===== src/rtl/ptsl_pkg.sv =====
`timescale 1ns / 1ps
// ----------------------------------------------------------------------------
// ptsl_pkg: shared types and constants for the playback transport
// Command codes, play states, register indexes and reset values.
// ----------------------------------------------------------------------------
package ptsl_pkg;

  localparam int POS_W           = 40;           // tick field width
  localparam int MARK_W          = 41;           // in/out point registers
  localparam int TPF_W           = 16;
  localparam int CFG_IDX_W       = 3;
  localparam int CFG_DATA_W      = 41;
  localparam int TICK_BITS       = 40;
  localparam int MAX_SHUTTLE_DEF = 3;

  localparam logic [POS_W-1:0] TICK_MAX =
      POS_W'((64'(1) << TICK_BITS) - 64'(1));
  localparam logic [TPF_W-1:0]  FALLBACK_STEP = TPF_W'(2000);
  localparam logic [TPF_W-1:0]  TPF_RESET     = TPF_W'(2000);
  localparam logic [MARK_W-1:0] MARK_UNSET    = '1;

  typedef enum logic [3:0] {
    CMD_PLAY     = 4'd0,
    CMD_PAUSE    = 4'd1,
    CMD_TOGGLE   = 4'd2,
    CMD_STOP     = 4'd3,
    CMD_SEEK     = 4'd4,
    CMD_STEP_FWD = 4'd5,
    CMD_STEP_BK  = 4'd6,
    CMD_SHTL_REV = 4'd7,
    CMD_SHTL_FWD = 4'd8,
    CMD_START    = 4'd9,
    CMD_END      = 4'd10,
    CMD_GOTO_IN  = 4'd11,
    CMD_GOTO_OUT = 4'd12,
    CMD_ADVANCE  = 4'd13
  } cmd_e;

  typedef enum logic [1:0] {
    PS_STOPPED   = 2'd0,
    PS_PLAYING   = 2'd1,
    PS_PAUSED    = 2'd2,
    PS_SHUTTLING = 2'd3
  } pstate_e;

  typedef enum logic [CFG_IDX_W-1:0] {
    REG_LOOP_EN  = 3'd0,
    REG_IN_PT    = 3'd1,
    REG_OUT_PT   = 3'd2,
    REG_DURATION = 3'd3,
    REG_TPF      = 3'd4
  } reg_idx_e;

endpackage


===== src/rtl/playback_transport_shuttle_loop.sv =====
`timescale 1ns / 1ps
// ----------------------------------------------------------------------------
// playback_transport_shuttle_loop: media transport with shuttle and loop wrap
// Play state machine, playhead in 48 kHz ticks, JKL shuttle levels and
// loop wrap through an iterative remainder unit.
// ----------------------------------------------------------------------------
// Usage:
//   Input channel (in_valid_i/in_ready_o) carries one command beat: cmd_i and
//   value_i. Every beat yields exactly one result beat on the output channel
//   (out_valid_o/out_ready_i): position, play state, speed, changed flag.
//   Configuration registers are written through cfg_valid_i/cfg_index_i/
//   cfg_data_i; cfg_ready_o is always high. Write only while idle.
//   Each command runs execute then finish; a moving advance adds compare,
//   select and end states, and a wrap also runs a one-bit-per-cycle
//   restoring remainder in the divide states. One command is in work at a time.
//   The result sits in an output register: the next command is accepted while
//   it waits, and that command's result holds in its final state until the
//   receiver takes the earlier beat.
//   Reset: stopped, playhead 0, speed 0, marks unset, 2000 ticks per frame.
// ----------------------------------------------------------------------------
module playback_transport_shuttle_loop
  #(
    parameter int MAX_SHUTTLE_LEVEL = ptsl_pkg::MAX_SHUTTLE_DEF
  )
  (
    input  logic                              clk_i,
    input  logic                              rst_ni,
    // command channel
    input  logic                              in_valid_i,
    output logic                              in_ready_o,
    input  logic [3:0]                        cmd_i,
    input  logic [ptsl_pkg::POS_W-1:0]        value_i,
    // result channel
    output logic                              out_valid_o,
    input  logic                              out_ready_i,
    output logic [ptsl_pkg::POS_W-1:0]        position_o,
    output logic [1:0]                        play_state_o,
    output logic signed [3:0]                 speed_o,
    output logic                              position_changed_o,
    // configuration
    input  logic                              cfg_valid_i,
    output logic                              cfg_ready_o,
    input  logic [ptsl_pkg::CFG_IDX_W-1:0]    cfg_index_i,
    input  logic [ptsl_pkg::CFG_DATA_W-1:0]   cfg_data_i
  );

  import ptsl_pkg::*;

  localparam int LVL_W = $clog2(MAX_SHUTTLE_LEVEL + 1);
  localparam int SH_W  = (MAX_SHUTTLE_LEVEL > 1) ? $clog2(MAX_SHUTTLE_LEVEL) : 1;
  localparam int SPD_W = MAX_SHUTTLE_LEVEL + 1;
  localparam int TW    = POS_W + MAX_SHUTTLE_LEVEL;  // advance sum width
  localparam int CNT_W = $clog2(TW);
  localparam logic [LVL_W-1:0] LVL_MAX = LVL_W'(MAX_SHUTTLE_LEVEL);

  typedef enum logic [3:0] {
    S_IDLE,
    S_EXEC,
    S_ADV_CMP,
    S_ADV_SEL,
    S_DIV,
    S_DIV_END,
    S_ADV_END,
    S_FIN
  } seq_e;

  // configuration
  logic              loop_q;
  logic [MARK_W-1:0] in_pt_q;
  logic [MARK_W-1:0] out_pt_q;
  logic [POS_W-1:0]  dur_q;
  logic [TPF_W-1:0]  tpf_q;

  // transport state
  seq_e                    st_q;
  pstate_e                 pst_q;
  logic [POS_W-1:0]        ph_q;
  logic [POS_W-1:0]        last_q;
  logic [LVL_W-1:0]        rlvl_q;
  logic [LVL_W-1:0]        flvl_q;
  logic signed [SPD_W-1:0] speed_q;
  logic [SH_W-1:0]         sh_q;

  // command latch and advance datapath
  logic [3:0]        cmd_q;
  logic [POS_W-1:0]  val_q;
  logic [TW-1:0]     t_q;
  logic [POS_W-1:0]  ls_q;
  logic [POS_W-1:0]  le_q;      // loop end, then loop length during the divide
  logic [POS_W-1:0]  rem_q;
  logic [CNT_W-1:0]  cnt_q;
  logic              wrap_q;
  logic              hi_q;
  logic              lo_q;

  // result register
  logic              out_valid_q;
  logic [POS_W-1:0]  pos_out_q;
  pstate_e           pst_out_q;
  logic signed [3:0] spd_out_q;
  logic              chg_out_q;

  // combinational helpers
  logic              moving;
  logic              rev;
  logic              in_set;
  logic              out_set;
  logic              pair_ok;
  logic [TPF_W-1:0]  step;
  logic [POS_W:0]    t_stepf;
  logic [POS_W-1:0]  t_stepb;
  logic [TW-1:0]     delta;
  logic [TW-1:0]     t_adv;
  logic [POS_W-1:0]  ls_n;
  logic [POS_W-1:0]  le_n;
  logic              seek_en;
  logic [POS_W-1:0]  seek_tgt;
  logic [LVL_W-1:0]  nrl;
  logic [LVL_W-1:0]  nfl;
  logic [SH_W-1:0]   nsh_r;
  logic [SH_W-1:0]   nsh_f;
  logic [POS_W:0]    rsh;
  logic [POS_W-1:0]  ph_sat;
  logic              done_ok;

  function automatic logic [POS_W-1:0] sat_tick(input logic [TW-1:0] t);
    logic [TW-1:0] hi_part;
    hi_part = t >> TICK_BITS;
    if (hi_part != '0) begin
      return TICK_MAX;
    end
    return t[POS_W-1:0];
  endfunction

  assign moving  = (pst_q == PS_PLAYING) || (pst_q == PS_SHUTTLING);
  assign rev     = speed_q[SPD_W-1];
  assign in_set  = !in_pt_q[MARK_W-1];
  assign out_set = !out_pt_q[MARK_W-1];
  assign pair_ok = in_set && out_set && (out_pt_q[POS_W-1:0] > in_pt_q[POS_W-1:0]);
  assign ls_n    = pair_ok ? in_pt_q[POS_W-1:0] : '0;
  assign le_n    = pair_ok ? out_pt_q[POS_W-1:0] : dur_q;

  assign step    = (tpf_q == '0) ? FALLBACK_STEP : tpf_q;
  assign t_stepb = ({{(POS_W-TPF_W){1'b0}}, step} >= ph_q) ? '0
                 : ph_q - {{(POS_W-TPF_W){1'b0}}, step};

  always_comb begin
    t_stepf = {1'b0, ph_q} + (POS_W+1)'(step);
    if ((dur_q != '0) && (t_stepf > {1'b0, dur_q})) begin
      t_stepf = {1'b0, dur_q};
    end
  end

  // speed magnitude is always a power of two: the multiply is a shift
  assign delta = TW'(val_q) << sh_q;
  assign t_adv = rev ? ((delta >= TW'(ph_q)) ? '0 : TW'(ph_q) - delta)
                     : TW'(ph_q) + delta;

  assign nrl   = (flvl_q != '0) ? LVL_W'(1)
               : ((rlvl_q == LVL_MAX) ? LVL_MAX : rlvl_q + LVL_W'(1));
  assign nfl   = (rlvl_q != '0) ? LVL_W'(1)
               : ((flvl_q == LVL_MAX) ? LVL_MAX : flvl_q + LVL_W'(1));
  assign nsh_r = SH_W'(nrl - LVL_W'(1));
  assign nsh_f = SH_W'(nfl - LVL_W'(1));

  always_comb begin
    seek_en  = 1'b0;
    seek_tgt = '0;
    case (cmd_q)
      CMD_SEEK: begin
        seek_en  = 1'b1;
        seek_tgt = val_q;
      end
      CMD_START: begin
        seek_en  = 1'b1;
      end
      CMD_END: begin
        seek_en  = 1'b1;
        seek_tgt = dur_q;
      end
      CMD_GOTO_IN: begin
        seek_en  = in_set;
        seek_tgt = in_pt_q[POS_W-1:0];
      end
      CMD_GOTO_OUT: begin
        seek_en  = out_set;
        seek_tgt = out_pt_q[POS_W-1:0];
      end
      default: begin
        seek_en  = 1'b0;
      end
    endcase
  end

  // remainder step: partial remainder with the next numerator bit shifted in
  assign rsh     = {rem_q, t_q[TW-1]};
  assign ph_sat  = sat_tick(t_q);
  assign done_ok = !out_valid_q || out_ready_i;

  assign in_ready_o  = (st_q == S_IDLE);
  assign cfg_ready_o = 1'b1;

  always_ff @(posedge clk_i or negedge rst_ni) begin
    if (!rst_ni) begin
      loop_q   <= 1'b0;
      in_pt_q  <= MARK_UNSET;
      out_pt_q <= MARK_UNSET;
      dur_q    <= '0;
      tpf_q    <= TPF_RESET;
    end else if (cfg_valid_i && cfg_ready_o) begin
      case (reg_idx_e'(cfg_index_i))
        REG_LOOP_EN:  loop_q   <= cfg_data_i[0];
        REG_IN_PT:    in_pt_q  <= cfg_data_i[MARK_W-1:0];
        REG_OUT_PT:   out_pt_q <= cfg_data_i[MARK_W-1:0];
        REG_DURATION: dur_q    <= cfg_data_i[POS_W-1:0];
        REG_TPF:      tpf_q    <= cfg_data_i[TPF_W-1:0];
        default: begin
        end
      endcase
    end
  end

  always_ff @(posedge clk_i or negedge rst_ni) begin
    if (!rst_ni) begin
      st_q        <= S_IDLE;
      pst_q       <= PS_STOPPED;
      ph_q        <= '0;
      last_q      <= '0;
      rlvl_q      <= '0;
      flvl_q      <= '0;
      speed_q     <= '0;
      sh_q        <= '0;
      out_valid_q <= 1'b0;
    end else begin
      // a new result loaded in this cycle keeps the flag set
      if (out_valid_q && out_ready_i && !((st_q == S_FIN) && done_ok)) begin
        out_valid_q <= 1'b0;
      end
      case (st_q)
        S_IDLE: begin
          if (in_valid_i) begin
            cmd_q <= cmd_i;
            val_q <= value_i;
            st_q  <= S_EXEC;
          end
        end

        S_EXEC: begin
          if ((cmd_q == CMD_ADVANCE) && moving) begin
            st_q <= S_ADV_CMP;
          end else begin
            st_q <= S_FIN;
          end
          case (cmd_q)
            CMD_PLAY: begin
              if (pst_q != PS_PLAYING) begin
                pst_q   <= PS_PLAYING;
                speed_q <= SPD_W'(1);
                sh_q    <= '0;
                rlvl_q  <= '0;
                flvl_q  <= '0;
              end
            end
            CMD_PAUSE: begin
              if (moving) begin
                pst_q   <= PS_PAUSED;
                speed_q <= '0;
                rlvl_q  <= '0;
                flvl_q  <= '0;
              end
            end
            CMD_TOGGLE: begin
              rlvl_q <= '0;
              flvl_q <= '0;
              if (moving) begin
                pst_q   <= PS_PAUSED;
                speed_q <= '0;
              end else begin
                pst_q   <= PS_PLAYING;
                speed_q <= SPD_W'(1);
                sh_q    <= '0;
              end
            end
            CMD_STOP: begin
              pst_q   <= PS_STOPPED;
              speed_q <= '0;
              rlvl_q  <= '0;
              flvl_q  <= '0;
              ph_q    <= in_set ? sat_tick(TW'(in_pt_q[POS_W-1:0])) : '0;
            end
            CMD_SEEK, CMD_START, CMD_END, CMD_GOTO_IN, CMD_GOTO_OUT: begin
              if (seek_en) begin
                rlvl_q  <= '0;
                flvl_q  <= '0;
                speed_q <= (pst_q == PS_PLAYING) ? SPD_W'(1) : '0;
                sh_q    <= '0;
                if (pst_q == PS_SHUTTLING) begin
                  pst_q <= PS_PAUSED;
                end
                ph_q <= sat_tick(TW'(seek_tgt));
              end
            end
            CMD_STEP_FWD, CMD_STEP_BK: begin
              if (moving) begin
                pst_q   <= PS_PAUSED;
                speed_q <= '0;
                rlvl_q  <= '0;
                flvl_q  <= '0;
              end
              if (cmd_q == CMD_STEP_FWD) begin
                ph_q <= sat_tick(TW'(t_stepf));
              end else begin
                ph_q <= t_stepb;
              end
            end
            CMD_SHTL_REV: begin
              rlvl_q  <= nrl;
              flvl_q  <= '0;
              sh_q    <= nsh_r;
              speed_q <= -(SPD_W'(1) << nsh_r);
              pst_q   <= PS_SHUTTLING;
            end
            CMD_SHTL_FWD: begin
              flvl_q  <= nfl;
              rlvl_q  <= '0;
              sh_q    <= nsh_f;
              speed_q <= SPD_W'(1) << nsh_f;
              pst_q   <= PS_SHUTTLING;
            end
            CMD_ADVANCE: begin
              if (moving) begin
                t_q  <= t_adv;
                ls_q <= ls_n;
                le_q <= le_n;
              end
            end
            default: begin
            end
          endcase
        end

        S_ADV_CMP: begin
          wrap_q <= loop_q && (le_q > ls_q);
          hi_q   <= t_q >= TW'(le_q);
          lo_q   <= t_q < TW'(ls_q);
          st_q   <= S_ADV_SEL;
        end

        S_ADV_SEL: begin
          if (wrap_q && hi_q) begin
            t_q   <= t_q - TW'(ls_q);
            le_q  <= le_q - ls_q;
            rem_q <= '0;
            cnt_q <= CNT_W'(TW - 1);
            st_q  <= S_DIV;
          end else begin
            if (wrap_q && lo_q && rev) begin
              t_q <= TW'(le_q);
            end
            st_q <= S_ADV_END;
          end
        end

        // restoring remainder, one numerator bit per cycle
        S_DIV: begin
          if (rsh >= {1'b0, le_q}) begin
            rem_q <= POS_W'(rsh - {1'b0, le_q});
          end else begin
            rem_q <= rsh[POS_W-1:0];
          end
          t_q <= t_q << 1;
          if (cnt_q == '0) begin
            st_q <= S_DIV_END;
          end else begin
            cnt_q <= cnt_q - CNT_W'(1);
          end
        end

        S_DIV_END: begin
          t_q  <= TW'(ls_q) + TW'(rem_q);
          st_q <= S_ADV_END;
        end

        S_ADV_END: begin
          ph_q <= ph_sat;
          if (!loop_q &&
              (((pst_q == PS_PLAYING) && (dur_q != '0) && (ph_sat >= dur_q)) ||
               ((pst_q == PS_SHUTTLING) && rev && (ph_sat == '0)))) begin
            pst_q   <= PS_PAUSED;
            speed_q <= '0;
            rlvl_q  <= '0;
            flvl_q  <= '0;
          end
          st_q <= S_FIN;
        end

        S_FIN: begin
          if (done_ok) begin
            out_valid_q <= 1'b1;
            pos_out_q   <= ph_q;
            pst_out_q   <= pst_q;
            spd_out_q   <= 4'(speed_q);
            chg_out_q   <= (ph_q != last_q);
            last_q      <= ph_q;
            st_q        <= S_IDLE;
          end
        end

        default: begin
          st_q <= S_IDLE;
        end
      endcase
    end
  end

  assign out_valid_o        = out_valid_q;
  assign position_o         = pos_out_q;
  assign play_state_o       = pst_out_q;
  assign speed_o            = spd_out_q;
  assign position_changed_o = chg_out_q;

  // divisor is the loop length, never zero while dividing
  a_div_den: assert property (@(posedge clk_i) disable iff (!rst_ni)
    (st_q == S_DIV) |-> (le_q != '0))
    else $error("loop length zero during remainder");

  // partial remainder stays below the divisor
  a_div_rem: assert property (@(posedge clk_i) disable iff (!rst_ni)
    (st_q == S_DIV) |-> (rem_q < le_q))
    else $error("remainder out of range");

  // halted states report zero speed
  a_halt_speed: assert property (@(posedge clk_i) disable iff (!rst_ni)
    (out_valid_o && ((play_state_o == PS_STOPPED) || (play_state_o == PS_PAUSED)))
      |-> (speed_o == '0))
    else $error("nonzero speed while halted");

  // one command in work at a time
  a_one_cmd: assert property (@(posedge clk_i) disable iff (!rst_ni)
    (in_valid_i && in_ready_o) |=> !in_ready_o)
    else $error("command accepted while busy");

endmodule


===== config.mk =====
export PLATFORM = sky130hd
export DESIGN_NAME = playback_transport_shuttle_loop
export DESIGN_NICKNAME = d
export VERILOG_FILES = /design/src/rtl/ptsl_pkg.sv /design/src/rtl/playback_transport_shuttle_loop.sv
export SDC_FILE = /design/constraint.sdc
export NUM_CORES = 2
export LEC_CHECK = 0
export BUFFER_PORTS_ARGS = -buffer_cell sky130_fd_sc_hd__buf_2
export CAP_MARGIN = 20
export CORE_ASPECT_RATIO = 1.1
export CORE_UTILIZATION = 65
export CTS_CLUSTER_SIZE = 30
export DETAILED_ROUTE_END_ITERATION = 6
export GPL_TIMING_DRIVEN = 1
export HOLD_SLACK_MARGIN = 0.12
export PLACE_DENSITY = 0.8
export SLEW_MARGIN = 20
export SYNTH_ARGS = -nofsm -noshare
export SYNTH_HDL_FRONTEND = slang
export SYNTH_SLANG_ARGS = --single-unit
export TNS_END_PERCENT = 50

===== constraint.sdc =====
create_clock -name clk_i -period 6.9 [get_ports clk_i]
set_input_delay 0.345 -clock clk_i [delete_from_list [all_inputs] [get_ports clk_i]]
set_output_delay 0.345 -clock clk_i [all_outputs]
set_load 0.005 [all_outputs]

After elaboration in Yosys (flattened, before gate mapping)
Index checks and enable logic that the tools add are counted.
Word-level totals
  word-level logic and storage cells: 255
  bits in read-only memories: 0
  latch bits: 0
  RAM bits: 0
  memories kept: 0
  flip-flop bits (word level): 499
Cells by class
  bitwise gates (word level): 0
  multiplexer cells: 83
  add/sub/neg operators: 14
  eq/ne operators: 51
  reduce and logical (&&, ||, !) cells: 67
  $lt $le $gt $ge: 9
  multiply operators: 0
  shift operators: 3
  div/mod/pow operators: 0
Operators with widths (count)
  two-way mux 40 bit: 16
  two-way mux 43 bit: 6
  case mux 40 bit (2 select lines): 3
  case mux 43 bit (4 select lines): 1
  case mux 40 bit (4 select lines): 1
  case mux 40 bit (3 select lines): 1
  >= comparator 43 x 40 -> 1 bit: 2
  > comparator 40 bit: 2
  subtractor 40 bit: 2
  adder 40 x 43 -> 43 bit: 1
  < comparator 43 x 40 -> 1 bit: 1
  nonzero test 43 bit: 1
  << shifter 40 x 2 -> 43 bit: 1
  subtractor 40 x 43 -> 43 bit: 1
  subtractor 43 x 40 -> 43 bit: 1
  adder 40 x 16 -> 41 bit: 1
  adder 40 x 40 -> 41 bit: 1
  >= comparator 41 x 40 -> 1 bit: 1
  > comparator 41 x 40 -> 1 bit: 1
  two-way mux 41 bit: 1
  >= comparator 16 x 40 -> 1 bit: 1
  >= comparator 40 bit: 1
  logical NOT 40 bit: 1
  inequality test 40 bit: 1
  other kinds (56): 178

Logic depth before layout (Yosys ltp)
  word-level depth: 14
  mapped depth: 26
  gate-level depth less buffers: 23

Worst setup path after synthesis
Ideal clock, no wire load.
  kind: flip-flop to flip-flop
  from: register tpf_q[11]
  to: register ph_q[34]
  period minus slack after synthesis: 5.576 ns
  data arrival time: 5.443 ns
  buffers on the path: 3
  path slack: 1.324 ns
  setup time: 0.134 ns
  cell stages (with the launch flop): 27
  data required time: 6.766 ns
  cell sequence: dfrtp_1 -> nor4_1 -> nand4_1 -> nand2b_1 -> ha_1 -> buf_4 -> o21ba_2 -> o21a_1 -> o2111ai_1 -> o21ai_1 -> o41a_1 -> or2_1 -> clkbuf_1 -> nand4_1 -> xnor2_1 -> ha_1 -> nand4_1 -> or4_1 -> nor4_1 -> o21a_1 -> o31ai_1 -> a22oi_1 -> o21ai_4 -> buf_4 -> mux2_1 -> o22ai_1 -> o31ai_1
Between the ends
  cells in the longest elaborated chain, start to end: 14
  elaborated cells on any way between the ends: 17
  classes of those cells: add/sub (2); order compare (2); mux (11); reduce/logical (2)
RTL lines
  start, declared: RTL line playback_transport_shuttle_loop.sv:72  | logic [TPF_W-1:0] tpf_q;
  start signal, assigned: RTL line playback_transport_shuttle_loop.sv:216  | REG_TPF: tpf_q <= cfg_data_i[TPF_W-1:0];
  logical NOT 16 bit: RTL line playback_transport_shuttle_loop.sv:143  | assign step = (tpf_q == '0) ? FALLBACK_STEP : tpf_q;
  two-way mux 16 bit *: RTL line playback_transport_shuttle_loop.sv:143
  adder 40 x 16 -> 41 bit: RTL line playback_transport_shuttle_loop.sv:148  | t_stepf = {1'b0, ph_q} + (POS_W+1)'(step);
  > comparator 41 x 40 -> 1 bit: RTL line playback_transport_shuttle_loop.sv:149  | if ((dur_q != '0) && (t_stepf > {1'b0, dur_q})) begin
  logical AND 1 bit: RTL line playback_transport_shuttle_loop.sv:149
  two-way mux 41 bit: RTL line playback_transport_shuttle_loop.sv:149
  two-way mux 1 bit: RTL line playback_transport_shuttle_loop.sv:129  | if (hi_part != '0) begin
  two-way mux 1 bit: RTL line playback_transport_shuttle_loop.sv:310  | if (cmd_q == CMD_STEP_FWD) begin
  two-way mux 1 bit: RTL line playback_transport_shuttle_loop.sv:254  | case (cmd_q)
  two-way mux 1 bit: RTL line playback_transport_shuttle_loop.sv:239  | case (st_q)
  two-way mux 40 bit: RTL line playback_transport_shuttle_loop.sv:132  | return t[POS_W-1:0];
  two-way mux 40 bit *: RTL line playback_transport_shuttle_loop.sv:310
  case mux 40 bit (3 select lines) *: RTL line playback_transport_shuttle_loop.sv:254
  case mux 40 bit (2 select lines) *: RTL line playback_transport_shuttle_loop.sv:239
  end signal, assigned: RTL line playback_transport_shuttle_loop.sv:300  | ph_q <= sat_tick(TW'(seek_tgt));
  end signal, assigned: RTL line playback_transport_shuttle_loop.sv:311  | ph_q <= sat_tick(TW'(t_stepf));
  end signal, assigned: RTL line playback_transport_shuttle_loop.sv:313  | ph_q <= t_stepb;
  end, declared: RTL line playback_transport_shuttle_loop.sv:77  | logic [POS_W-1:0] ph_q;
Mark *: on every way between the ends. The rest lies on a longest branch, timed or not. The select of a mux whose other input is x is not followed.
A chain may end at the register's enable or synchronous reset.

Worst setup path after layout
  from: register tpf_q[4]
  to: register ph_q[25]
Same word-level chain as after synthesis.

==> impl_metrics.env <==
export IMPL_clock_root_buffer="clkbuf_16"
export IMPL_ys_top_cells_by_area="edfxtp_1 18%, ha_1 12%, dfrtp_1 8.3%, dfstp_2 5.2%, mux2_2 5.1%"
export IMPL_critPathLaunchType="register"
export IMPL_top_register="t_q"
export IMPL_ios=143
export IMPL_yosysTopAreaCell="edfxtp_1"
export IMPL_avgSynthCellArea_um2=8.733
export IMPL_status="finished, violations left"
export IMPL_ys_ff_latch=498
export IMPL_layout_drive_gt1_share_pct=14.61
export IMPL_p_leak_nw=20.41
export IMPL_grt_ovfl_total=0
export IMPL_first_global_vias=41270
export IMPL_vdd_drop_max_uv=406.5
export IMPL_tightest_slew_ns=1.297
export IMPL_async_flop_share_pct=47.19
export IMPL_ant_nets=0
export IMPL_cp_end_kind="register"
export IMPL_cts_sinks=498
export IMPL_hold_ws_ns=0.1502
export IMPL_synth_distinct_cells=96
export IMPL_synth_seq_area_share_pct=31.35
export IMPL_critical_path_arrival_ns=7.20
export IMPL_cts_buffer_depth=3
export IMPL_fmax_mhz=150.2
export IMPL_synthFlopType="edfxtp_1"
export IMPL_synthesis_nets=5615
export IMPL_cpPeakStageDelay_ns=0.60
export IMPL_drt_first_iter_violations=7069
export IMPL_critPathKind="reg -> reg"
export IMPL_core_um2=67560
export IMPL_die_w_um=250.9
export IMPL_clk_pin_slew_ns=0.07
export IMPL_dp_hpwl_mm=140.4
export IMPL_syn_to_final_growth_pct=10.75
export IMPL_drt_total_wl_mm=187.7
export IMPL_nets=5769
export IMPL_htreeDepth=2
export IMPL_die_area_um2=69210
export IMPL_tns_ns=0
export IMPL_fin_skew_ns=0.04247
export IMPL_grt_pass1_wl_mm=268.9
export IMPL_drt_pass1_iter_count=7
export IMPL_syn_area_um2=44300
export IMPL_largest_reg_flops=43
export IMPL_wire_per_inst_um=30.54
export IMPL_io_buffer_count=141
export IMPL_relSlewSlack_pct=12.75
export IMPL_cp_common_cell="buf_4"
export IMPL_drv_cap=0
export IMPL_drc=3
export IMPL_insertion_delay_ns=0.67
export IMPL_violations="design-rule violations"
export IMPL_die_height_um=275.8
export IMPL_synth_top_area_share_pct=17.83
export IMPL_rows=100
export IMPL_via_per_inst=7.237
export IMPL_reg_top3="t_q (43), in_pt_q (41), out_pt_q (41)"
export IMPL_num_vias=44480
export IMPL_synthCells=5073
export IMPL_cts_tree="built"
export IMPL_slew_viol_final=0
export IMPL_period_minus_slack_ns=6.659
export IMPL_synth_edf_count=263
export IMPL_postCtsResizedCells=0
export IMPL_hold_class="in -> reg"
export IMPL_worst_path_max_fanout=5
export IMPL_start_util_pct=65.57
export IMPL_grt_max_degree=81
export IMPL_place_congestion=1.147
export IMPL_power_density_nw_per_um2=493.0
export IMPL_rsz0062_at_grt="false"
export IMPL_crit_slowest_cell="or4_1"
export IMPL_post_route_period_util_pct=96.51
export IMPL_cp_required_ns=7.44
export IMPL_finalHoldViolations=0
export IMPL_n_fill_cell=5200
export IMPL_synth_warnings=0
export IMPL_numCtsBuffers=54
export IMPL_setup_viol_count_final=0
export IMPL_grtUsageTotal_pct=52.88
export IMPL_antenna_found_initial=11
-- power breakdown --
group	total [mW]	internal, mW	leakage (nW)	switching (mW)
registers	5.54	4.23	5.07	1.32
logic	15.4	5.65	14.4	9.76
clock network	3.24	1.83	0.936	1.41
total	24.2	11.7	20.4	12.5
-- layer usage --
metal | GRT usage, % | vias up | routed length (um)
met3 | 18.38 | 1021 | 26930
met4 | 44.83 | 10 | 19740
met2 | 76.43 | 3510 | 75720
met5 | 0 | - | 69
li1 | - | 19100 | -
met1 | 63.30 | 20850 | 65250
-- final cells by class --
cell class                 count  area (um^2)  share of cell area (%)
clock buffer                  76         1575                   3.210
sequential                   498        13890                   28.31
inverter                     329         1235                   2.517
multi-input combinational   3979        28280                   57.63
clock inverter                25        344.1                  0.7012
tap                          867         1085                   2.211
timing repair buffer         365         2640                   5.380
antenna                        8        20.02                 0.04080
-- final timing paths --
check	depth (start not counted)	slack (ns)	endpoint	startpoint
setup / recovery	27	0.24	ph_q[25]$_DFFE_PN0P_	tpf_q[4]$_DFFE_PN1P_
hold / removal	3	0.15	loop_q$_DFFE_PN0P_	cfg_index_i[1]
setup reg to reg	27	0.24	ph_q[25]$_DFFE_PN0P_	tpf_q[4]$_DFFE_PN1P_
hold reg to reg	0	0.47	speed_o[0]$_DFFE_PP_	speed_q[0]$_DFFE_PN0P_
max in group asynchronous	4	4.55	last_q[4]$_DFFE_PN0P_	rst_ni
min in group asynchronous	2	0.23	dur_q[0]$_DFFE_PN0P_	rst_ni
-- stage by stage --
step                std cells  area (um^2)  setup WS [ns]  util [%]  power [mW]
floorplan                5073        44300          1.324         -       14.88
global placement         5949        46220         0.4756     68.40       19.66
detailed placement       5949        46220         0.3908     68.40       19.87
CTS                      6137        49010         0.3311     72.53       23.17
global route             6140        49050        0.02929     72.60       25.06
finish                   6147        49070         0.2408     72.62       24.19
-- critical path, delay by kind of cell (launching register included) --
family / cells / cell delay (ns)
simple gates: 10 / 2.51
compound gates: 9 / 2.10
buf+inv: 5 / 0.74
fa+ha+maj: 2 / 0.57
flops: 1 / 0.54
xor+xnor: 1 / 0.10
-- placed cells by master (no fill, tap or decap), drive strengths merged, types with 42 or more instances in the layout --
master | netlist | routed
ha | 441 | 441
o21ai | 404 | 404
a21oi | 401 | 401
nand2 | 360 | 360
nor2 | 351 | 351
inv | 328 | 332
buf | 46 | 277
edfxtp | 263 | 263
mux2 | 201 | 201
xnor2 | 178 | 178
dfrtp | 147 | 147
a21o | 144 | 144
nand3 | 95 | 95
nand2b | 93 | 93
nor3 | 91 | 91
dfstp | 88 | 88
dlygate4sd3 | 0 | 87
nand4 | 81 | 81
xor2 | 81 | 81
a31oi | 78 | 78
clkbuf | 221 | 77
mux2i | 68 | 68
a221oi | 58 | 58
o21a | 56 | 56
nor4 | 56 | 56
or2 | 54 | 54
nor2b | 49 | 49
and3 | 49 | 49
a211oi | 47 | 47
o21bai | 45 | 45
o22ai | 42 | 42
-- cell usage after synthesis (88+ instances only) --
library cell / number
nor3_1: 91
dfrtp_1: 147
o21ai_0: 393
clkbuf_1: 220
xnor2_1: 178
dfstp_2: 88
a21o_1: 144
nor2_1: 351
nand2b_1: 93
ha_1: 441
edfxtp_1: 263
nand3_1: 95
mux2_2: 200
nand2_1: 360
a21oi_1: 400
inv_1: 328
-- repair_timing --
action,4_1_cts,5_1_grt
setup endpoints to repair,0,1
endpoints found under the hold margin,223,0
hold buffers,87,0
buffers inserted,0,1
-- kinds of logic after synthesis --
logic type	after synthesis	synth area share [%]
other cells	1	0.008464
simple gates	1394	15.39
mux	269	6.645
fa+ha+maj	449	12.82
flops	498	31.35
compound gates	1607	23.50
xor+xnor	259	5.120
buf+inv	596	5.177
(Power assumes the default switching activity.)
